$ cat config.mk
export PLATFORM = sky130hd
export DESIGN_NAME = htrc_key
export DESIGN_NICKNAME = d
export VERILOG_FILES = /design/src/hw/rtl/htrc_pkg.sv /design/src/hw/rtl/htrc_key.sv
export SDC_FILE = /design/constraint.sdc
export NUM_CORES = 1
export LEC_CHECK = 0
export ABC_CLOCK_PERIOD_IN_PS = 7170
export BUFFER_PORTS_ARGS = -buffer_cell sky130_fd_sc_hd__buf_4
export CAP_MARGIN = 20
export CORE_AREA = 2 2 97 62
export DETAILED_ROUTE_END_ITERATION = 12
export DIE_AREA = 0 0 99 64
export GPL_TIMING_DRIVEN = 0
export PLACE_DENSITY = 0.85
export SKIP_LAST_GASP = 1
export SLEW_MARGIN = 0
export SYNTH_ARGS = -nofsm -noshare
export SYNTH_HDL_FRONTEND = slang
export SYNTH_SLANG_ARGS = --single-unit
$ cat constraint.sdc
create_clock -name vclk -period 7.17
set_input_delay 1.0755 -clock vclk [all_inputs]
set_output_delay 1.0755 -clock vclk [all_outputs]
set_load 0.05 [all_outputs]
$ cat src/hw/rtl/htrc_pkg.sv
package htrc_pkg;

  // Table size must be a power of two: the slot is the low bits of the hash.
  localparam int unsigned TABLE_ENTRIES = 64;
  localparam int unsigned IDX_W         = $clog2(TABLE_ENTRIES);

  localparam logic [31:0] HASH_ROWS  = 32'd73856093;
  localparam logic [31:0] HASH_COLS  = 32'd19349663;
  localparam logic [31:0] HASH_DEPTH = 32'd83492791;

  localparam int unsigned DEPTH_ALIGN = 64;
  localparam logic [31:0] DEPTH_ROUND = 32'(DEPTH_ALIGN - 1);
  localparam logic [31:0] DEPTH_MASK  = ~DEPTH_ROUND;

  typedef enum logic {
    KIND_LOOKUP = 1'b0,
    KIND_STORE  = 1'b1
  } kind_e;

  typedef struct packed {
    logic [31:0] rows;
    logic [31:0] cols;
    logic [31:0] depth_bucket;
    logic [1:0]  profile;
  } key_t;

  typedef struct packed {
    key_t        key;
    logic [15:0] threads;
  } entry_t;

  typedef struct packed {
    logic             wr_en;
    logic             rd_en;
    logic [IDX_W-1:0] idx;
  } tbl_req_t;

endpackage

$ cat src/hw/rtl/htrc_key.sv
module htrc_key (
  input  logic signed [31:0]         rows_i,
  input  logic signed [31:0]         cols_i,
  input  logic signed [31:0]         depth_dim_i,
  input  logic        [1:0]          profile_code_i,
  output htrc_pkg::key_t             key_o,
  output logic [htrc_pkg::IDX_W-1:0] idx_o
);
  import htrc_pkg::*;

  logic [31:0]      depth_u;
  logic [31:0]      bucket;
  logic [IDX_W-1:0] prod_rows;
  logic [IDX_W-1:0] prod_cols;
  logic [IDX_W-1:0] prod_depth;

  assign depth_u = depth_dim_i;

  // Round positive depths up to the alignment; the add wraps at 32 bits.
  always_comb begin
    if (depth_u == 32'd0 || depth_u[31]) begin
      bucket = depth_u;
    end else begin
      bucket = (depth_u + DEPTH_ROUND) & DEPTH_MASK;
    end
  end

  // Low product bits depend only on low operand bits.
  assign prod_rows  = IDX_W'(rows_i[IDX_W-1:0] * HASH_ROWS[IDX_W-1:0]);
  assign prod_cols  = IDX_W'(cols_i[IDX_W-1:0] * HASH_COLS[IDX_W-1:0]);
  assign prod_depth = IDX_W'(bucket[IDX_W-1:0] * HASH_DEPTH[IDX_W-1:0]);

  assign idx_o = prod_rows ^ prod_cols ^ prod_depth ^ IDX_W'(profile_code_i);

  assign key_o.rows         = rows_i;
  assign key_o.cols         = cols_i;
  assign key_o.depth_bucket = bucket;
  assign key_o.profile      = profile_code_i;

endmodule

## Yosys cells after proc, flatten, opt, wreduce, memory -nomap -nowiden

Cells that the tools add are included.

- Logic and storage cells: 10
- Output and inout bits: 104
- Flip-flop bits (word level): 0

- Reduce and logical (&&, ||, !) cells: 2
- Multiplexer cells: 1
- $mul: 3
- Bitwise gates (word level): 3
- Add/sub/neg operators: 1

Operators by type and width:

| kind | number |
|---|---|
| $add A32 B6 Y32 const B | 1 |
| $logic_not A32 Y1 | 1 |
| $mux W32 | 1 |
| $mul A6 B5 Y6 const B | 3 |
| $xor A6 B6 Y6 | 2 |
| $xor A6 B2 Y6 | 1 |
| $logic_or A1 B1 Y1 | 1 |

## Longest topological paths before layout

Gate-level depths: netlist of run 1.

- Depth in word-level cells: 6
- Mapped depth: 17

## Worst setup path after synthesis of run 1

Ideal clock, no wire load.

- Path type: in2out
- Start point: input depth_dim_i[2]
- End point: output idx_o[5] (netlist bit)
- Stages: 15
- Slack: 1222 ps
- Required time: 6094 ps
- Path buffers: 1
- Data arrival time: 4872 ps
- Path through: buf_6 > or4_4 > nor3_1 > a31oi_1 > nor2_1 > ha_1 > ha_1 > inv_1 > fa_1 > fa_1 > xnor2_1 > xnor2_1 > xnor2_1 > xnor2_1 > xnor3_1

- Word-level cells in the longest chain between the ends: 6

Ends and longest elaborated chain:

| element | line | RTL |
|---|---|---|
| from (decl) | htrc_key.sv:4 | `input logic signed [31:0] depth_dim_i,` |
| $logic_not A32 Y1 | htrc_key.sv:21 | `if (depth_u == 32'd0 \|\| depth_u[31]) begin` |
| $logic_or A1 B1 Y1 | htrc_key.sv:21 |  |
| $mux W32 * | htrc_key.sv:21 |  |
| $mul A6 B5 Y6 * | htrc_key.sv:31 | `assign prod_depth = IDX_W'(bucket[IDX_W-1:0] * HASH_DEPTH[IDX_W-1:0]);` |
| $xor A6 B6 Y6 * | htrc_key.sv:33 | `assign idx_o = prod_rows ^ prod_cols ^ prod_depth ^ IDX_W'(profile_code_i);` |
| $xor A6 B2 Y6 * | htrc_key.sv:33 |  |
| to (decl) | htrc_key.sv:7 | `output logic [htrc_pkg::IDX_W-1:0] idx_o` |

Every way passes the cells marked *; elsewhere a longest branch is shown, timed or not.

## Final worst setup path of run 1

Same ends and word-level chain as after synthesis.

==> summary.md, run 1 <==
| Metric | Value |
|---|---|
| Syn. warnings | 0 |
| Total length of routed met2 wires | 3.046 mm |
| Most frequent cells in the layout | 213 x buf_4, 48 x xnor2_1, 16 x ha_1 |
| I/O Buffers | 147 |
| Row count | 21 |
| Most common cell on crit path | xnor2_1 |
| Dpl hpwl | 5.548 mm |
| Via/cell ratio | 4.428 |
| Seq cells | 0 |
| Measured slew at the worst slew-check pin | 634.5 ps |
| Register area | 0 um^2 |
| Via count | 2019 |
| Leakage power | 0.001635 uW |
| Area of the core | 5386 um^2 |
| Area Growth Syn to Fin | 61.24% |
| Antenna violations before repair | 0 |
| Post-synthesis cell type count | 32 |
| Crit. End Element | output port |
| First-pass GRT wire length | 9.273 mm |
| Min Clock Period, post-route | 6225 ps |
| Nets | 512 |
| Synth Net Count | 363 |
| Final ANT Viol Nets | 0 |
| Iteration-0 DRC Markers | 46 |
| Total net switching power | 336.2 uW |
| Run status | finished, final reports clean |
| PwrDens | 171.3 nW/um^2 |
| Crit path arrival time | 5150 ps |
| RSZ-0062 raised after global routing | false |
| Worst Setup Path Type | primary input to output port |
| Die height | 64 um |
| Die X | 99 um |
| CTS hold repair buffers | 0 |
| RePlAce Congestion | 0.8851 |
| DIE AREA | 6336 um^2 |
| Max Freq | 0.1606 GHz |
| Routed wl met3 | 447 um |
| Combinational power share | 100.0% |
| Flop pwr share | 0% |
| Clock buffers | 0 |
| Seq/Total Area, Yosys | 0% |
| Internal power | 200.6 uW |
| Pre-CTS WS | 939.2 ps |
| Share of cells above drive strength 1 | 57.11% |
| Hold crit path type | primary input to output port |
| ANT cells | 0 |
| Slew Limit Headroom | 57.31% |
| Vias in the first global route | 1915 |
| Critical-path cell list | buf_6 > or4_4 > nor3_1 > a31oi_1 > nor2_1 > ha_1 > ha_1 > inv_1 > fa_1 > fa_1 > xnor2_1 > xnor2_1 > xnor2_1 > xnor2_1 > xnor3_1 > buf_4 |
| Net Sw Frac | 62.63% |
| Final Slew Violations | 0 |
| Critical Path RT | 6090 ps |
| Commonest non-fill, non-tap cell in the layout | buf_4 |
| Routed length on met1 | 2.549 mm |
| Max stage delay on crit path | 550 ps |
| Drt drc | 0 |
| Mapped cell area | 1943 um^2 |
| Post-Syn Instances | 240 |
| Final setup vio count | 0 |
| Total Routing Usage GR | 17.42% |
| Setup Fix Bufs, Post-CTS | 0 |
| Pin count of the biggest net entering global routing | 11 |
| Clock share of power | 0% |
| CP max FO | 7 |
| Gr ovfl total | 0 |
| Post-Route Setup TNS | 0 ps |
| Pre-antenna DRT Iters | 4 |
| Post-CTS Resized | 0 |
| DRT Wirelength | 6.064 mm |
| Final period util | 86.82% |
| Fin. Hold Viols | 0 |
| Final Worst Setup Slack | 945.2 ps |
| Initial core utilization | 36.07% |
| Startpoint class of the critical path | primary input |
| Top sig layer | met4 |
| Max-Cap Viols | 0 |
| Ports | 202 |
| Drt wl/cell | 13.30 um |
| Syn_area_per_cell | 8.096 um^2 |
| Slowest CP cell | or4_4 |
| Max IR drop VDD | 0.2508 mV |
-- metal layers --
| layer | vias up | global-route usage [%] |
|---|---|---|
| met5 | - | 0 |
| met4 | 0 | 0.5137 |
| met3 | 2 | 1.532 |
| met2 | 90 | 30.66 |
| met1 | 914 | 24.49 |
| li1 | 1013 | - |
-- path summary, 6_finish.rpt --
kind | from | to | slack, ps | cells past startpoint
min | cols_i[30] | key_o[64] | 2400 | 2
max | depth_dim_i[2] | idx_o[5] | 950 | 16
-- cell usage after synthesis, drive strengths merged --
cell / number / area share (%)
clkbuf: 2 / 0.39
o21bai: 1 / 0.39
nor3: 2 / 0.77
nand2b: 1 / 0.32
buf: 68 / 26
fa: 9 / 9.3
xnor3: 1 / 1.2
nor2: 5 / 1.1
a21o: 1 / 0.39
nand2: 14 / 2.7
nand4: 5 / 1.6
nor4: 8 / 3.3
xor2: 15 / 6.8
and4: 1 / 0.45
nand3: 6 / 1.5
a31oi: 2 / 0.64
and3b: 1 / 0.45
a21oi: 1 / 0.26
ha: 16 / 10
or4: 1 / 0.58
inv: 14 / 2.7
and2: 6 / 2.0
nor2b: 2 / 0.64
o311ai: 1 / 1.4
xnor2: 48 / 22
and3: 9 / 2.9
-- through the flow --
stage                     std cells  hold WS, ps  area (um^2)  util, %  total power [uW]
after floorplan                 240         2318         1943        -             388.0
after global placement          456         2405         3133    58.16             532.1
after detailed placement        456         2406         3133    58.16             539.3
after CTS                       456         2405         3133    58.16             540.9
after global routing            456         2407         3133    58.16             568.4
final                           456         2405         3133    58.16             536.8
-- cells by family (layout without fill, tap and decap cells) --
logic type	count (synthesis)	in the layout	share of synthesized area, %
fa+ha+maj	25	25	19.57
compound gates	6	6	3.027
simple gates	61	61	18.42
xor+xnor	64	64	29.56
buf+inv	84	231	29.43
-- final cells by class --
type                            instances  area, um^2
Fill cell                             498        2253
Multi-Input combinational cell        156        1371
Inverter                               14       52.55
Timing Repair Buffer                  147        1104
Tap cell                               69       86.33
Buffer                                 70       519.2
-- power groups by stage --
| stage | Combinational, uW | Sequential (uW) | Clock (uW) |
|---|---|---|---|
| 3_3_place_gp | 532 | 0 | 0 |
| 6_report | 537 | 0 | 0 |
| 3_5_place_dp | 539 | 0 | 0 |
| 2_1_floorplan | 388 | 0 | 0 |
| 4_1_cts | 541 | 0 | 0 |
| 5_1_grt | 568 | 0 | 0 |
-- critical path, delay by kind of cell --
kind | cells | cell delay [ps]
AOI/OAI and AO/OA | 1 | 200
xor gates and xnor gates | 5 | 930
adders and majority gates | 4 | 1500
buffers and inverters | 3 | 360
and+or+nand+nor | 3 | 1080
(Power assumes the default switching activity.)
==> run 2, diff against run 1 <==
--- a/config.mk
+++ b/config.mk
@@ -6,13 +6,13 @@
 export NUM_CORES = 1
 export LEC_CHECK = 0
 export ABC_CLOCK_PERIOD_IN_PS = 7170
-export BUFFER_PORTS_ARGS = -buffer_cell sky130_fd_sc_hd__buf_4
 export CAP_MARGIN = 20
-export CORE_AREA = 2 2 97 62
+export CORE_AREA = 2 2 79 81
 export DETAILED_ROUTE_END_ITERATION = 12
-export DIE_AREA = 0 0 99 64
+export DIE_AREA = 0 0 81 83
+export DONT_BUFFER_PORTS = 1
 export GPL_TIMING_DRIVEN = 0
-export PLACE_DENSITY = 0.85
+export PLACE_DENSITY = 0.5
 export SKIP_LAST_GASP = 1
 export SLEW_MARGIN = 0
 export SYNTH_ARGS = -nofsm -noshare
==> run 2 against run 1 <==
Final area is 35% lower; wire length is 27% lower; via count is 25% lower; critical path depth is 1 lower; flip-flop and latch count stayed put; maximum frequency is 0.64% lower; core utilization is 23 points lower; combinational power is 23% lower; power is 23% lower; global-route usage is 5.4 points lower; setup slack worse by 40 ps.
==> summary.md, run 2 (synthesis results as in run 1) <==
| Metric | Value |
|---|---|
| Commonest non-fill, non-tap cell in the layout | buf_4 |
| Iteration-0 DRC Markers | 32 |
| Setup Fix Bufs, Post-CTS | 0 |
| Antenna violations before repair | 0 |
| Share of cells above drive strength 1 | 30.83% |
| Slew Limit Headroom | 23.20% |
| Hold crit path type | primary input to output port |
| Leakage power | 0.0009265 uW |
| Max-Cap Viols | 0 |
| Initial core utilization | 33.41% |
| RSZ-0062 raised after global routing | false |
| Hold Crit Endpoint | key_o[37] |
| Net Sw Frac | 72.48% |
| Combinational power share | 100.0% |
| Internal power | 113.7 uW |
| Gr ovfl total | 0 |
| Final setup vio count | 0 |
| Area of the core | 5816 um^2 |
| Dpl hpwl | 4.108 mm |
| Die X | 81 um |
| Pin count of the biggest net entering global routing | 11 |
| Hold Slack | 2319 ps |
| Final period util | 87.38% |
| Via count | 1522 |
| Hold path start | cols_i[3] |
| Seq cells | 0 |
| I/O Buffers | 0 |
| Post-layout util | 35.03% |
| Max IR drop VDD | 0.1764 mV |
| Pre-antenna DRT Iters | 4 |
| Flop pwr share | 0% |
| Nets | 365 |
| First-pass GRT wire length | 6.686 mm |
| Worst Setup Path Type | primary input to output port |
| Clock share of power | 0% |
| Drt wl/cell | 14.06 um |
| Most frequent cells in the layout | 66 x buf_4, 48 x xnor2_1, 16 x ha_1 |
| DIE AREA | 6723 um^2 |
| Run status | finished, final reports clean |
| RePlAce Congestion | 0.7079 |
| Clock buffers | 0 |
| Critical Path RT | 6090 ps |
| CTS hold repair buffers | 0 |
| Drt drc | 0 |
| Final ANT Viol Nets | 0 |
| Measured slew at the worst slew-check pin | 1144 ps |
| Fin. Hold Viols | 0 |
| Die height | 83 um |
| Most common cell on crit path | xnor2_1 |
| Critical-path cell list | buf_6 > or4_4 > nor3_1 > a31oi_1 > nor2_1 > ha_1 > ha_1 > inv_1 > fa_1 > fa_1 > xnor2_1 > xnor2_1 > xnor2_1 > xnor2_1 > xnor3_1 |
| Worst Hold Depth | 1 |
| ANT cells | 0 |
| Ports | 202 |
| Vias in the first global route | 1360 |
| Slowest CP cell | or4_4 |
| Register area | 0 um^2 |
| DRT Wirelength | 4.429 mm |
| Final Slew Violations | 0 |
| Post-CTS Resized | 0 |
| Max stage delay on crit path | 550 ps |
| Total Routing Usage GR | 11.98% |
| Startpoint class of the critical path | primary input |
| Total net switching power | 299.4 uW |
| PwrDens | 202.8 nW/um^2 |
| Total Power | 413.2 uW |
| CP max FO | 7 |
| Area Growth Syn to Fin | 4.829% |
| Via/cell ratio | 4.832 |
| Row count | 28 |
| Min Clock Period, post-route | 6265 ps |
| Crit. End Element | output port |
| Max Freq | 0.1596 GHz |
| Crit path arrival time | 5190 ps |
| Post-Route Setup TNS | 0 ps |
-- run 2: power groups by stage --
| stage | Sequential, uW | Clock, uW | Combinational, uW |
|---|---|---|---|
| 6_report | 0 | 0 | 413 |
| 5_1_grt | 0 | 0 | 438 |
| 4_1_cts | 0 | 0 | 418 |
| 3_5_place_dp | 0 | 0 | 416 |
| 3_3_place_gp | 0 | 0 | 416 |
| 2_1_floorplan | 0 | 0 | 388 |
-- run 2: worst max path at each step --
stage	from	end	slack (ps)	cells after the start
finish	depth_dim_i[2]	idx_o[5]	900	15
global route	depth_dim_i[2]	idx_o[5]	590	15
CTS	depth_dim_i[2]	idx_o[5]	830	15
detailed placement	depth_dim_i[2]	idx_o[5]	860	15
global placement	depth_dim_i[2]	idx_o[5]	880	15
floorplan	depth_dim_i[2]	idx_o[5]	1220	15
-- run 2: area by class of cell --
type | instances | area [um^2]
fill | 622 | 3779
multi-input combinational | 156 | 1371
buffer | 70 | 519.2
tap | 75 | 93.84
inverter | 14 | 52.55
-- run 2: through the flow --
stage	std cells	setup slack, ps	instance area, um^2
floorplan	240	1222	1943
global placement	315	883.0	2037
detailed placement	315	861.8	2037
CTS	315	832.5	2037
global route	315	585.3	2037
finish	315	904.9	2037
-- run 2: critical path: cells and delay by family --
kind,cells,cell delay [ps]
adder cells (fa/ha/maj),4,1480
XOR/XNOR,5,1190
AND/OR/NAND/NOR,3,1080
AO/OA/AOI/OAI,1,200
buffers and inverters,2,160
-- run 2: per-layer routing --
metal | GRT usage, % | vias to the layer above | wire [um]
met2 | 22.76 | 115 | 2273
met3 | 2.065 | 0 | 591
li1 | - | 717 | -
met5 | 0 | - | 0
met4 | 0.6163 | 0 | 0
met1 | 14.35 | 690 | 1564
